===== src/rtl/core/dts_pkg.sv =====
// ----------------------------------------------------------------------------
// dts_pkg
// Shared types and constants of the descending sorter with top-three average.
// ----------------------------------------------------------------------------
`default_nettype none

package dts_pkg;

  localparam int VAL_W  = 32;
  localparam int SUM_W  = 34;   // three 32-bit values summed without overflow
  localparam int RANK_W = 6;
  localparam int TOP_N  = 3;    // values that go into the average

  typedef logic signed [VAL_W-1:0] value_t;
  typedef logic signed [SUM_W-1:0] sum_t;
  typedef logic [RANK_W-1:0]       rank_t;

  // Per-cycle command to every cell of the chain
  typedef struct packed {
    logic ins;     // insert the broadcast value
    logic shift;   // move contents one cell toward the head
  } ctl_t;

  function automatic sum_t sext(value_t v);
    return {{(SUM_W-VAL_W){v[VAL_W-1]}}, v};
  endfunction

endpackage

`default_nettype wire


===== src/rtl/core/dts_cell.sv =====
// ----------------------------------------------------------------------------
// dts_cell
// One slot of the insertion chain: keeps, takes the new value, or takes its
// left neighbor on insert; takes its right neighbor on shift.
// ----------------------------------------------------------------------------
`default_nettype none

module dts_cell (
  input  wire logic             clk,
  input  wire logic             rst_n,
  input  wire dts_pkg::ctl_t    ctl_i,
  input  wire dts_pkg::value_t  new_val_i,
  input  wire dts_pkg::value_t  left_val_i,
  input  wire logic             left_occ_i,
  input  wire logic             left_keep_i,
  input  wire dts_pkg::value_t  right_val_i,
  input  wire logic             right_occ_i,
  output dts_pkg::value_t       val_o,
  output logic                  occ_o,
  output logic                  keep_o
);
  import dts_pkg::*;

  value_t val_r, val_nxt;
  logic   occ_r, occ_nxt;

  // Hold when the stored value is not smaller; equal values keep arrival order
  assign keep_o = occ_r && (val_r >= new_val_i);
  assign val_o  = val_r;
  assign occ_o  = occ_r;

  always_comb begin
    val_nxt = val_r;
    occ_nxt = occ_r;
    if (ctl_i.ins) begin
      if (!keep_o) begin
        if (left_keep_i) begin
          val_nxt = new_val_i;
          occ_nxt = 1'b1;
        end else begin
          val_nxt = left_val_i;
          occ_nxt = left_occ_i;
        end
      end
    end else if (ctl_i.shift) begin
      val_nxt = right_val_i;
      occ_nxt = right_occ_i;
    end
  end

  always_ff @(posedge clk) begin
    val_r <= val_nxt;
    if (!rst_n) begin
      occ_r <= 1'b0;
    end else begin
      occ_r <= occ_nxt;
    end
  end

endmodule

`default_nettype wire


===== config.mk =====
export PLATFORM = sky130hd
export DESIGN_NAME = dts_cell
export DESIGN_NICKNAME = d
export VERILOG_FILES = /design/src/rtl/core/dts_pkg.sv /design/src/rtl/core/dts_cell.sv
export SDC_FILE = /design/constraint.sdc
export NUM_CORES = 1
export LEC_CHECK = 0
export BUFFER_PORTS_ARGS = -buffer_cell sky130_fd_sc_hd__clkbuf_2
export CELL_PAD_IN_SITES_DETAIL_PLACEMENT = 1
export CELL_PAD_IN_SITES_GLOBAL_PLACEMENT = 1
export CORE_ASPECT_RATIO = 0.6
export CORE_MARGIN = 2
export CORE_UTILIZATION = 30
export CTS_CLUSTER_DIAMETER = 40
export CTS_CLUSTER_SIZE = 20
export DETAILED_ROUTE_END_ITERATION = 7
export PLACE_DENSITY = 0.85
export SETUP_SLACK_MARGIN = 0.3
export SLEW_MARGIN = 40
export SYNTH_ARGS = -nofsm -noshare
export SYNTH_HDL_FRONTEND = slang
export SYNTH_SLANG_ARGS = --single-unit

===== constraint.sdc =====
create_clock -name clk -period 5.65 [get_ports clk]
set_input_delay 0.2825 -clock clk [delete_from_list [all_inputs] [get_ports clk]]
set_output_delay 0.2825 -clock clk [all_outputs]
set_load 0.05 [all_outputs]

==> run summary <==
Post-CTS Setup Inserts: 0
Syn avg cell area: 9.36 µm²
Num CTS Buffers: 5
Initial antenna violation count: 0
Crit path launch: val_o[13]$_DFFE_PP_
Post-synthesis xor/xnor area fraction: 0%
Residual DRC: 0
Power density cells: 265 nW/µm²
Fin util: 43.0%
YS warnings: 0
Die width: 122 µm
Filler cell count: 1010
Compound-Gate Fraction of Synth Area: 13.5%
Reg clk slew, reported paths: 50 ps
CP max FO: 3
Sequential area share after synthesis: 39.0%
Iter 0 DRT Violations: 45
DR pass1 iterations: 4
Critical path data arrival time: 2540 ps
Critical Path RT: 5370 ps
CTS root buffer: clkbuf_16
Largest net degree at the start of global routing: 68
Status: completed
Placement Setup Slack: 2940 ps
Critical Path Source Type: flip-flop
CTS tree: built
Peak Freq: 354 MHz
CTS hold repair buffers: 0
Synthesized instance count: 269
Vias per cell: 4.66
Asr flop ratio synth: 0%
Clk buf depth: 2
Final period util: 50.0%
Worst Tran Pin Value: 640 ps
Final Power: 0.913 mW
FF+latch area: 981 µm²
IO Port Bufs: 136
DRT Wirelength: 7.58 mm
Max-slew violation count: 0
Setup TNS: 0 ps
Worst min-delay path category: in2reg
Share of layout cells above drive strength 1: 36.7%
Core box area: 8010 µm²
Dominant cells by area after synthesis: edfxtp_1 (38%), ha_1 (16%), mux2i_1 (13%)
CTS-repair resized insts: 0
Max-Cap Viols: 0
Synth top area share: 38.2%
Synth Flop Type: edfxtp_1
Peak VDD IR: 170 µV
Final #Nets: 537
Final GP Congestion: 0.700
Clk sinks: 33
RSZ-0062 raised after global routing: no
Main combinational cell family by area after synthesis: adder cells
CTS H-tree depth: 2
Antenna-violating nets left: 0
WL/cell: 14.8 µm
Placed Cells: 503
HPWL Detailed: 6.30 mm
GR Util All Layers: 16.8%
Post-Synth Adder-Cell Area: 15.9%
Clk_lat worst skew: 270 ps
Number of flops mapped to enable cells by yosys: 32
P&R area growth vs syn: 36.8%
Final setup fails: 0
Rel. slew slack: 57.4%
Die Y: 75.0 µm
Skew final: 3.59 ps
Multi-input combinational cell area: 1360 µm²
Element type at the critical path end: primary output
Ant. Diodes: 0
I/O pins: 137
Seq cells post-synth: 33
Fin. Hold Viols: 0
Tmin final: 2820 ps
Vias in the first global route: 2488
Worst r2r src: val_o[13]$_DFFE_PP_
Starting Density: 31.4%
Synth cell types: 28
First-pass GRT wire length: 11.8 mm
CP Class: reg2out
Setup ws final: 2830 ps
Total die area: 9160 µm²
Netlist Area Pre-Place: 2520 µm²
Critical hold path startpoint: rst_n
Syn_nets: 404
Placed inst area: 3300 µm²
Worst hold margin: 268 ps
Finished Layout Cells: 511
Congestion Overflow GR: 0
Simple-gate portion of the synthesized area: 11.0%
Via count: 2381
Largest area contributor in the netlist: edfxtp_1
Pleak: 1.80 nW
Site Rows: 25
Post-synthesis mux area share: 13.8%
Design Area, Final: 3440 µm²
[critical path: stages (launching register included)]
cell      delay (ps)
edfxtp_1         410
ha_1             330
nand4_1          240
nor4_1           430
o21ai_0          190
a31oi_1          190
a311oi_1         110
inv_1             90
clkbuf_2         280
[registers in the layout, indices dropped and copies added (netlist names)]
name and cells:
occ_o 1, val_o 32
[final timing paths]
path / cells after the start / to / slack [ps]
max: 8 / keep_o / 2830
min: 3 / occ_o$_SDFFE_PN0P_ / 270
max reg2reg: 7 / val_o[11]$_DFFE_PP_ / 2940
min reg2reg: 2 / occ_o$_SDFFE_PN0P_ / 840
[layout by cell type, fill, tap and decap left out, drive strengths merged, types with 5 or more instances in the layout]
master    n
edfxtp   32
nand2    14
a21oi    48
o21ai     9
nor2     38
mux2i    32
clkbuf  144
inv      33
nand4     5
ha       32
[cells in the mapped netlist (2+ instances only)]
| library cell | number |
|---|---|
| nand4_1 | 3 |
| buf_2 | 3 |
| o21ai_1 | 5 |
| nand2_1 | 14 |
| a21oi_1 | 47 |
| inv_1 | 33 |
| nand2b_1 | 2 |
| a31oi_1 | 2 |
| edfxtp_1 | 32 |
| ha_1 | 32 |
| nand4_2 | 2 |
| clkbuf_1 | 7 |
| o21ai_0 | 4 |
| nor2_1 | 38 |
| mux2i_1 | 32 |
[power breakdown]
group	switching (mW)	internal, mW
sequential	0.0171	0.307
clock	0.0955	0.176
combinational	0.215	0.103
total	0.328	0.585
[layout make-up]
class | instances | area share, %
Inverter | 34 | 3.71
Timing Repair Buffer | 137 | 20.1
Clock buffer | 8 | 4.25
Tap cell | 108 | 3.92
Sequential cell | 33 | 28.5
Multi-Input combinational cell | 191 | 39.6
[cells by family after synthesis]
group           count (synthesis)
fa+ha+maj                      32
simple gates                   62
buf+inv                        45
flops                          33
compound gates                 63
mux                            34
[metal layers]
layer,vias to the layer above,share of wire [%],GRT usage [%]
li1,1221,-,-
met1,1080,47,21.0
met2,78,46,29.7
met3,2,7.2,4.92
met4,0,0.53,3.07
met5,-,0,0
(Power assumes the default switching activity.)
