**src/rtl/core/dts_pkg.sv**
```systemverilog
// ----------------------------------------------------------------------------
// dts_pkg
// Shared types and constants of the descending sorter with top-three average.
// ----------------------------------------------------------------------------
`default_nettype none

package dts_pkg;

  localparam int VAL_W  = 32;
  localparam int SUM_W  = 34;   // three 32-bit values summed without overflow
  localparam int RANK_W = 6;
  localparam int TOP_N  = 3;    // values that go into the average

  typedef logic signed [VAL_W-1:0] value_t;
  typedef logic signed [SUM_W-1:0] sum_t;
  typedef logic [RANK_W-1:0]       rank_t;

  // Per-cycle command to every cell of the chain
  typedef struct packed {
    logic ins;     // insert the broadcast value
    logic shift;   // move contents one cell toward the head
  } ctl_t;

  function automatic sum_t sext(value_t v);
    return {{(SUM_W-VAL_W){v[VAL_W-1]}}, v};
  endfunction

endpackage

`default_nettype wire

```
**src/rtl/core/dts_div3.sv**
```systemverilog
// ----------------------------------------------------------------------------
// dts_div3
// Signed divide by three, truncating toward zero. The magnitude is multiplied
// by a 32-bit reciprocal of three and shifted; magnitude, product and quotient are registered in turn.
// ----------------------------------------------------------------------------
`default_nettype none

module dts_div3 (
  input  wire logic           clk,
  input  wire logic           rst_n,
  input  wire logic           start_i,
  input  wire dts_pkg::sum_t  sum_i,
  output dts_pkg::value_t     quot_o,
  output logic                done_o
);
  import dts_pkg::*;

  localparam int MAG_W  = SUM_W - 1;   // magnitude of a sum stays below 2**33
  localparam int MUL_W  = 32;
  localparam int PROD_W = 2 * MUL_W;
  localparam int SHIFT  = MAG_W;
  // ceil(2**33 / 3); exact for every magnitude below 2**33
  localparam logic [MUL_W-1:0] RECIP = 32'hAAAA_AAAB;

  logic [SUM_W-1:0]  abs_w;
  logic [PROD_W:0]   total_w;
  logic [MAG_W-1:0]  mag_r;
  logic [PROD_W-1:0] prod_r;
  logic [VAL_W-1:0]  quo_r;
  logic              hi_r, neg_r, mul_go_r, add_go_r, done_r;

  assign abs_w = sum_i[SUM_W-1] ? (~sum_i + 1'b1) : sum_i;

  // fold the top magnitude bit back in as a shifted copy of the reciprocal
  assign total_w = {1'b0, prod_r} +
                   {(hi_r ? {1'b0, RECIP} : {(MUL_W+1){1'b0}}), {MUL_W{1'b0}}};

  always_ff @(posedge clk) begin
    if (!rst_n) begin
      mul_go_r <= 1'b0;
      add_go_r <= 1'b0;
      done_r   <= 1'b0;
    end else begin
      mul_go_r <= start_i;
      add_go_r <= mul_go_r;
      if (start_i) begin
        done_r <= 1'b0;
      end else if (add_go_r) begin
        done_r <= 1'b1;
      end
    end

    if (start_i) begin
      mag_r <= abs_w[MAG_W-1:0];
      neg_r <= sum_i[SUM_W-1];
    end
    // 32 x 32 product of the low magnitude bits
    if (mul_go_r) begin
      prod_r <= {{MUL_W{1'b0}}, mag_r[MUL_W-1:0]} * {{MUL_W{1'b0}}, RECIP};
      hi_r   <= mag_r[MAG_W-1];
    end
    if (add_go_r) begin
      quo_r <= total_w[PROD_W:SHIFT];
    end
  end

  assign quot_o = neg_r ? value_t'(-quo_r) : value_t'(quo_r);
  assign done_o = done_r;

endmodule

`default_nettype wire

```
**config.mk**
```make
export PLATFORM = sky130hd
export DESIGN_NAME = dts_div3
export DESIGN_NICKNAME = d
export VERILOG_FILES = /design/src/rtl/core/dts_pkg.sv /design/src/rtl/core/dts_div3.sv
export SDC_FILE = /design/constraint.sdc
export NUM_CORES = 1
export LEC_CHECK = 0
export BUFFER_PORTS_ARGS = -buffer_cell sky130_fd_sc_hd__buf_2
export CELL_PAD_IN_SITES_DETAIL_PLACEMENT = 0
export CELL_PAD_IN_SITES_GLOBAL_PLACEMENT = 1
export CORE_ASPECT_RATIO = 0.5
export CORE_MARGIN = 2
export CORE_UTILIZATION = 44
export DETAILED_ROUTE_END_ITERATION = 10
export MAX_ROUTING_LAYER = met4
export PLACE_DENSITY_LB_ADDON = 0.05
export SLEW_MARGIN = 20
export SYNTH_ARGS = -nofsm -noshare
export SYNTH_HDL_FRONTEND = slang
export SYNTH_SLANG_ARGS = --single-unit
```
**constraint.sdc**
```tcl
create_clock -name clk -period 6.6 [get_ports clk]
set_input_delay 0 -clock clk [delete_from_list [all_inputs] [get_ports clk]]
set_output_delay 0 -clock clk [all_outputs]
set_load 0.02 [all_outputs]
```
==> flow_summary.ini, run 1 <==
[cells_and_area]
regArea_um2 = 3030
n_antenna_cell = 0
areaGrowthSynthToFinish_pct = 28.0
nNetsFinal = 3276
fill_cells = 4207
multiInputGateArea_um2 = 17400
layout-drive-gt1-share_pct = 26.6
final_core_utilization_pct = 57.5

[logic_synthesis]
ys_top_cells_by_area = fa_1, ha_1, edfxtp_1
synth_edf_count = 99
syn_inst = 2031
yosysWarnings = 0
synth_seq_cells = 102
synth.top_cell.area_share_pct = 33.9
synthFlopType = edfxtp_1
syn-cell-area_um2 = 21200
yosysSeqAreaShare_pct = 14.3
synthDistinctLibCells = 60
synth_top_area_cell = fa_1
async_reset_ff_share_pct = 0
syn_area_per_cell_um2 = 10.4
synth.net_count = 2801

[floorplan]
die_h_um = 159
num_io_pins = 70
start_util_pct = 44.9
dieArea_um2 = 50000
core-area_um2 = 47200
die_x_um = 314
rows = 56

[critical_path]
r2r_start = mag_r[8]
start_kind = flip-flop
r2r_slack_ns = -0.39
cp_max_fo = 3
reg2reg_depth = 25
timing.rr.end = prod_r[58]
path_class = reg2reg
crit_arrival_ns = 7.11
setup.worst_path.end_class = flip-flop
critPathRequiredTime_ns = 6.72

[grt]
antenna_found_initial = 1
grt_max_degree = 37
grt_pass1_vias = 16584
grt_usage_pct = 27.1
overflow = 0
grt_pass1_wl_mm = 97.7

[clock_network]
clk_pin_slew_ns = 0.09
clkSinkCount = 102
clkLatencyLatePin_ns = 0.39
htreeDepth = 3
cts_tree = done
clockRootBuffer = clkbuf_16
cts_inserted_buffers = 9
cts_buffer_depth = 2

[timing]
fmax_mhz = 143
maxSlewViolCount = 0
finalSetupViolations = 28
min_period_ns = 6.99
layout_setup_ws_ns = -0.386
slew_headroom_pct = 39.0
tightest_slew_ns = 0.915
fin_skew_ns = 0.0180
hold_viol_final = 0
period_share_pct = 106
rsz0062_at_grt = yes

[flow_run]
drv_cap = 0

[placement]
dp_hpwl_mm = 56.6
io_buffers = 69
gp_congestion = 0.964

[drt]
first_pass_iters = 5
drc_errors = 0
avgRoutedWirePerCell_um = 20.1
vias = 15434
drt_wl_total_mm = 63.2
ant_nets = 0
drt-vias-per-instance = 4.90
initialDrtViolationCount = 829

[run_status]
status = complete, but fails checks
violations = setup timing

[min_path]
hold_depth = 3
hold_path_class = in2reg
hp-start = sum_i[1]
min_to = mag_r[3]
sequential cells by signal, summed over array words and instances (netlist names):
signal    cells
mul_go_r      1
quo_r        32
hi_r          1
done_o        1
prod_r       32
add_go_r      1
mag_r        33
neg_r         1
worst max path at each step:
stage                    from  slack (ns)    endpoint  cells after the start
finish               mag_r[8]       -0.39  prod_r[58]                     25
global route         mag_r[8]       -0.66  prod_r[58]                     25
CTS                  mag_r[4]       -0.58  prod_r[58]                     27
detailed placement   mag_r[7]       -1.09  prod_r[60]                     26
global placement     mag_r[7]       -0.97  prod_r[60]                     26
floorplan           mag_r[14]       -0.03  prod_r[58]                     24
metal layers:
| layer | vias up | GRT usage (%) | part of all wire, % |
|---|---|---|---|
| met5 | - | - | 0 |
| met2 | 270 | 42.5 | 45 |
| met3 | 56 | 3.83 | 4.0 |
| met1 | 7655 | 38.0 | 49 |
| met4 | 0 | 4.09 | 1.4 |
| li1 | 7453 | - | - |
cell type report:
cell class,count,share of cell area [%]
well taps,638,2.95
clock inverters,7,0.337
multi-input cells,1403,64.3
repair buffers,477,13.3
inverters,513,7.11
flip-flops and latches,102,11.2
clock buffers,9,0.831
synthesized netlist by cell type (3+ instances only):
master    instances
a211oi_1          8
a21o_1           31
a21oi_1          60
a221oi_1          3
a31o_2            4
a31oi_1          16
and2_1           15
and3_1            9
clkbuf_1         11
dfxtp_1           3
edfxtp_1         99
fa_1            358
ha_1            375
inv_1           513
nand2_1          94
nand2b_1         24
nand3_1          13
nand4_1          14
nor2_1           54
nor2b_1           6
nor3_1           11
o211ai_1          4
o21ai_0          57
o21bai_1          9
o31ai_1          18
o41ai_1           9
or2_2             6
or3_1             8
or3_4             3
or4_1             5
or4_4             4
xnor2_1         109
xor2_1           43
worst max-delay path, stage by stage (launching register included):
cell and delay (ns):
edfxtp_1 0.46, buf_6 0.16, ha_4 0.25, xor2_4 0.19, ha_2 0.17, nand2b_4 0.16
fa_1 0.55, inv_2 0.04, fa_1 0.53, inv_1 0.06, fa_1 0.49, fa_1 0.44
fa_1 0.55, inv_2 0.05, fa_1 0.55, inv_2 0.05, ha_4 0.26, buf_4 0.11
o21ai_0 0.09, a21oi_2 0.34, o2111ai_4 0.26, a31oi_4 0.24, nor2_2 0.05, or3_4 0.37
o31ai_4 0.19, xor2_1 0.09
per-stage QoR:
step,hold WS (ns),cell area (um2),TNS (ns),setup slack (ns),std cells
2_1_floorplan,0.0761,21600,-0.0320,-0.0320,2031
3_3_place_gp,0.225,25000,-21.85,-0.969,3044
3_5_place_dp,0.224,25000,-23.53,-1.09,3044
4_1_cts,0.0432,26400,-8.65,-0.576,3120
5_1_grt,0.0621,27100,-14.88,-0.656,3149
6_report,0.0440,27100,-6.91,-0.386,3149
what timing repair did:
item                                    CTS  global route
gates resized for setup                  97           109
hold endpoints to repair                 35             0
setup buffers                            29            30
endpoints found under the setup margin   32            32
hold buffers                             33             0
pin swaps                                73            91
cells in the final DEF, fill, tap and decap left out, types with 7 or more instances in the layout:
cell,n
nand2b_4,7
and3_1,8
buf_2,69
fa_2,20
o21ai_0,42
nor2_1,41
nand3_1,12
nand2b_1,18
nor3_1,7
a21o_1,31
nand2_1,85
xnor2_1,104
nand4_1,14
clkbuf_16,9
fa_1,338
xor2_1,30
buf_6,22
a21oi_1,43
and2_1,13
ha_1,327
inv_1,500
dlygate4sd3_1,33
or3_1,7
ha_4,33
ha_2,15
o21bai_1,8
o21ai_1,7
inv_2,13
o31ai_1,17
o21ai_2,8
xor2_4,7
buf_4,351
a21oi_2,11
edfxtp_1,99
nor2_4,7
a31oi_1,12
o41ai_1,9
cells by family after synthesis:
family | Yosys count | share of synthesized area, %
xor gates and xnor gates | 152 | 6.29
AOI/OAI and AO/OA | 243 | 7.44
DFF | 102 | 14.3
buffers and inverters | 526 | 9.35
and+or+nand+nor | 275 | 6.56
adders and majority gates | 733 | 56.0
Power of run 1 is not shown: default switching activity piles up to over one toggle a cycle in this logic, so the estimate is an artifact.
==> run 2: changes to the inputs <==
--- a/config.mk
+++ b/config.mk
@@ -13,7 +13,7 @@
 export CORE_UTILIZATION = 44
 export DETAILED_ROUTE_END_ITERATION = 10
 export MAX_ROUTING_LAYER = met4
-export PLACE_DENSITY_LB_ADDON = 0.05
+export PLACE_DENSITY_LB_ADDON = 0.1
 export SLEW_MARGIN = 20
 export SYNTH_ARGS = -nofsm -noshare
 export SYNTH_HDL_FRONTEND = slang
==> run 2 against run 1 <==
Compared with the run above:
- the run still ends with setup timing left
- clock-buffer cell count is the same
- cell area shrank 1.9%
- hold slack gained 0.0066 ns
- sequential cell count is the same
- cell count shrank 0.38%
- maximum frequency shrank 2.5%
- routed wire length shrank 5.0%
==> flow_summary.ini, run 2 (synthesized netlist as in run 1, its figures left out) <==
[grt]
grt_usage_pct = 26.0
grt_max_degree = 37
antenna_found_initial = 0
overflow = 0
grt_pass1_wl_mm = 94.8
grt_pass1_vias = 16384

[cells_and_area]
regArea_um2 = 3030
final_cells = 3137
n_antenna_cell = 0
final_area_um2 = 26600
fill_cells = 4223
mostFrequentLayoutCells = inv_1, fa_1, buf_4
final_common_cell = inv_1
areaGrowthSynthToFinish_pct = 25.6
reg_top3 = mag_r (33), prod_r (32), quo_r (32)
layout-drive-gt1-share_pct = 23.7
regMostFlops = mag_r
multiInputGateArea_um2 = 17000
nNetsFinal = 3264
largest_reg_flops = 33

[clock_network]
clkSinkCount = 102
cts_buffer_depth = 2
clk_pin_slew_ns = 0.08
clockRootBuffer = clkbuf_16
cts_inserted_buffers = 9
cts_tree = done
htreeDepth = 3
clkLatencyLatePin_ns = 0.38

[critical_path]
r2r_start = mag_r[6]
crit_arrival_ns = 7.30
path_class = reg2reg
slowest_stage = fa_1
critPathRequiredTime_ns = 6.74
reg2reg_depth = 29
critical_path.max_stage_delay_ns = 0.56
timing.rr.end = prod_r[60]
r2r_slack_ns = -0.56
cp_max_fo = 4
setup.worst_path.end_class = flip-flop
start_kind = flip-flop
cp_common_cell = fa_1

[drt]
drc_errors = 0
initialDrtViolationCount = 817
drt_wl_total_mm = 60.1
avgRoutedWirePerCell_um = 19.1
first_pass_iters = 5
ant_nets = 0
vias = 15256
drt-vias-per-instance = 4.86

[placement]
place_ws_ns = -1.17
place_inst = 3044
dp_hpwl_mm = 54.1
place_area_um2 = 25000
gp_congestion = 0.941
io_buffers = 69

[run_status]
status = complete, but fails checks
violations = setup timing

[floorplan]
core-area_um2 = 47200
rows = 56
num_io_pins = 70
start_util_pct = 44.9
die_h_um = 159
dieArea_um2 = 50000
die_x_um = 314

[flow_run]
drv_cap = 0

[timing]
min_period_ns = 7.16
layout_setup_ws_ns = -0.563
hold_viol_final = 0
tightest_slew_ns = 0.916
maxSlewViolCount = 0
finalSetupViolations = 32
hold-worst-slack_ns = 0.0507
period_share_pct = 109
fin_skew_ns = 0.0162
slew_headroom_pct = 38.9
fmax_mhz = 140
rsz0062_at_grt = yes

[min_path]
hold_depth = 3
hp-start = sum_i[1]
hold_path_class = in2reg
min_to = mag_r[3]
[run 2: worst max path at each step]
stage / slack (ns) / start / endpoint
after global placement: -1.14 / mag_r[7] / prod_r[52]
after floorplan: -0.03 / mag_r[14] / prod_r[58]
after global routing: -0.82 / mag_r[8] / prod_r[60]
after detailed placement: -1.17 / mag_r[7] / prod_r[52]
after CTS: -0.65 / mag_r[4] / prod_r[58]
final: -0.56 / mag_r[6] / prod_r[60]
[run 2: critical path, delay by kind of cell (launching register included)]
family                   cells  cell delay, ns
adder cells (fa/ha/maj)      9            3.71
AND/OR/NAND/NOR              8            1.15
buffers and inverters        8            0.86
AO/OA/AOI/OAI                3            0.59
flip-flops                   1            0.45
XOR/XNOR                     1            0.17
[run 2: repair_timing]
action | in CTS | in global routing
endpoints found under the hold margin | 35 | 0
resized for setup | 79 | 39
endpoints found under the setup margin | 32 | 32
hold buffers | 33 | 0
pin swaps | 56 | 29
buffers inserted | 36 | 9
[run 2: area by class of cell]
cell class                      count  area share [%]
Tap cell                          638            3.00
Inverter                          513            7.24
Multi-Input combinational cell   1403            64.1
Sequential cell                   102            11.4
Timing Repair Buffer              465            13.1
Clock inverter                      7           0.254
Clock buffer                        9           0.847
[run 2: per-layer routing]
| metal | GRT usage, % | up-vias | part of all wire, % | routed length, um |
|---|---|---|---|---|
| met3 | 3.06 | 24 | 3.8 | 2270 |
| met4 | 2.87 | 0 | 0.75 | 452 |
| met2 | 41.5 | 243 | 46 | 27600 |
| met5 | - | - | 0 | 0 |
| met1 | 36.6 | 7550 | 50 | 29800 |
| li1 | - | 7439 | - | - |
[run 2: per-stage QoR]
stage | util [%] | TNS (ns)
floorplan | - | -0.0320
global placement | 53.1 | -24.47
detailed placement | 53.1 | -25.19
CTS | 55.9 | -13.55
global route | 56.4 | -19.51
finish | 56.4 | -11.44
Power of run 2 is left out for the same reason.
==> run 3: changes to the inputs <==
==> constraint.sdc (replaced) <==
create_clock -name clk -period 6.6 [get_ports clk]
set_input_delay 0.66 -clock clk [delete_from_list [all_inputs] [get_ports clk]]
set_output_delay 0.66 -clock clk [all_outputs]
set_load 0.02 [all_outputs]
==> run 3 against run 2 <==
Compared with the run above:
- the flow still finishes with violations (setup timing)
- critical path depth stayed put
- sequential share of layout area is 0.14 points higher
- utilization is 0.70 points lower
- cell count is 1.1% lower
- sequential cell count stayed put
- register-to-register slack hardly changed
- first-iteration DRC count is 0.12% lower
- clock skew is 0.00063 ns higher
- die area stayed put
- routed wire length is 0.64% lower
- critical path type unchanged
- critical endpoint unchanged
- largest cell class unchanged
==> flow_summary.ini, run 3 (synthesized netlist as in run 1, its figures left out) <==
[floorplan]
num_io_pins = 70
die_h_um = 159
dieArea_um2 = 50000
die_x_um = 314
rows = 56
core-area_um2 = 47200
start_util_pct = 44.9

[critical_path]
crit_arrival_ns = 7.29
setup.worst_path.end_class = flip-flop
reg2reg_depth = 29
critical_path.max_stage_delay_ns = 0.56
cp_max_fo = 4
cp_common_cell = fa_1
setup.worst_path.start = mag_r[6]
crit_end = prod_r[60]
start_kind = flip-flop
path_class = reg2reg
timing.rr.end = prod_r[60]
r2r_start = mag_r[6]
r2r_slack_ns = -0.55
critPathRequiredTime_ns = 6.74
slowest_stage = fa_1

[cells_and_area]
nNetsFinal = 3231
n_antenna_cell = 0
regMostFlops = mag_r
largest_reg_flops = 33
mostFrequentLayoutCells = inv_1, fa_1, buf_4
areaGrowthSynthToFinish_pct = 24.0
layout-drive-gt1-share_pct = 24.0
final_common_cell = inv_1
reg_top3 = mag_r (33), prod_r (32), quo_r (32)

[grt]
grt_pass1_vias = 16233
overflow = 0
grt_pass1_wl_mm = 94.2
antenna_found_initial = 0
grt_max_degree = 37
grt_usage_pct = 25.8

[timing]
period_share_pct = 108
tightest_slew_ns = 0.884
finalSetupViolations = 32
fmax_mhz = 140
layout_setup_ws_ns = -0.555
slew_headroom_pct = 41.0
rsz0062_at_grt = yes
fin_skew_ns = 0.0168
maxSlewViolCount = 0
min_period_ns = 7.15
hold_viol_final = 0

[clock_network]
clkSinkCount = 102
htreeDepth = 3
clk_pin_slew_ns = 0.08
cts_buffer_depth = 2
clockRootBuffer = clkbuf_16
postCtsHoldBufs = 0
cts_inserted_buffers = 9
cts_tree = done
clkLatencyLatePin_ns = 0.38

[drt]
ant_nets = 0
drc_errors = 0
drt_wl_total_mm = 59.7
drt-vias-per-instance = 4.87
vias = 15114
avgRoutedWirePerCell_um = 19.2
first_pass_iters = 4
initialDrtViolationCount = 816

[placement]
io_buffers = 69
gp_congestion = 0.941
place_ws_ns = -1.17
dp_hpwl_mm = 54.1

[run_status]
status = complete, but fails checks
violations = setup timing

[min_path]
hp-start = mag_r[32]
hold_path_class = reg2reg

[flow_run]
drv_cap = 0
-- run 3: cell count changes in the layout (fill, tap and decap cells not counted), sizes merged --
cell / delta
dlygate4sd3: -33
-- run 3: cell type report --
class | instances | area, um2
Fill cell | 4237 | 20900
Sequential cell | 102 | 3030
Clock inverter | 7 | 67.6
Clock buffer | 9 | 225
Timing Repair Buffer | 432 | 3160
Inverter | 513 | 1930
Tap cell | 638 | 798
Multi-Input combinational cell | 1403 | 17000
-- run 3: worst min path at each step --
stage,endpoint,slack [ns],cells after the start
4_1_cts,hi_r,0.42,0
3_3_place_gp,hi_r,0.40,0
5_1_grt,hi_r,0.46,0
6_report,hi_r,0.42,0
2_1_floorplan,hi_r,0.40,0
3_5_place_dp,hi_r,0.40,0
-- run 3: routing by layer --
layer  part of all wire (%)  GRT usage (%)  vias up  wire length (um)
met5                      0              -        -                 0
met4                   0.71           2.87        0               422
met3                    4.2           3.06       20              2500
met2                     46           41.2      258             27300
met1                     49           36.6     7465             29400
li1                       -              -     7371                 -
-- run 3: timing repair --
item,4_1_cts,5_1_grt
setup buffers,36,9
pin swaps,56,29
resized for setup,79,39
setup endpoints to repair,32,32
-- run 3: stage by stage --
step	cells	instance area (um2)	util [%]	hold slack (ns)	TNS, ns
2_1_floorplan	2031	21600	-	0.400	-0.0320
3_3_place_gp	3044	25000	53.1	0.402	-24.47
3_5_place_dp	3044	25000	53.1	0.405	-25.19
4_1_cts	3096	26000	55.2	0.424	-13.55
5_1_grt	3104	26300	55.7	0.462	-19.51
6_report	3104	26300	55.7	0.422	-11.23
-- run 3: critical path: cells and delay by family (launching register included) --
kind	cells	cell delay, ns
AO/OA/AOI/OAI	3	0.59
XOR/XNOR	1	0.17
adder cells (fa/ha/maj)	9	3.70
buffers and inverters	8	0.85
flip-flops	1	0.45
AND/OR/NAND/NOR	8	1.15
Power of run 3 is left out for the same reason.
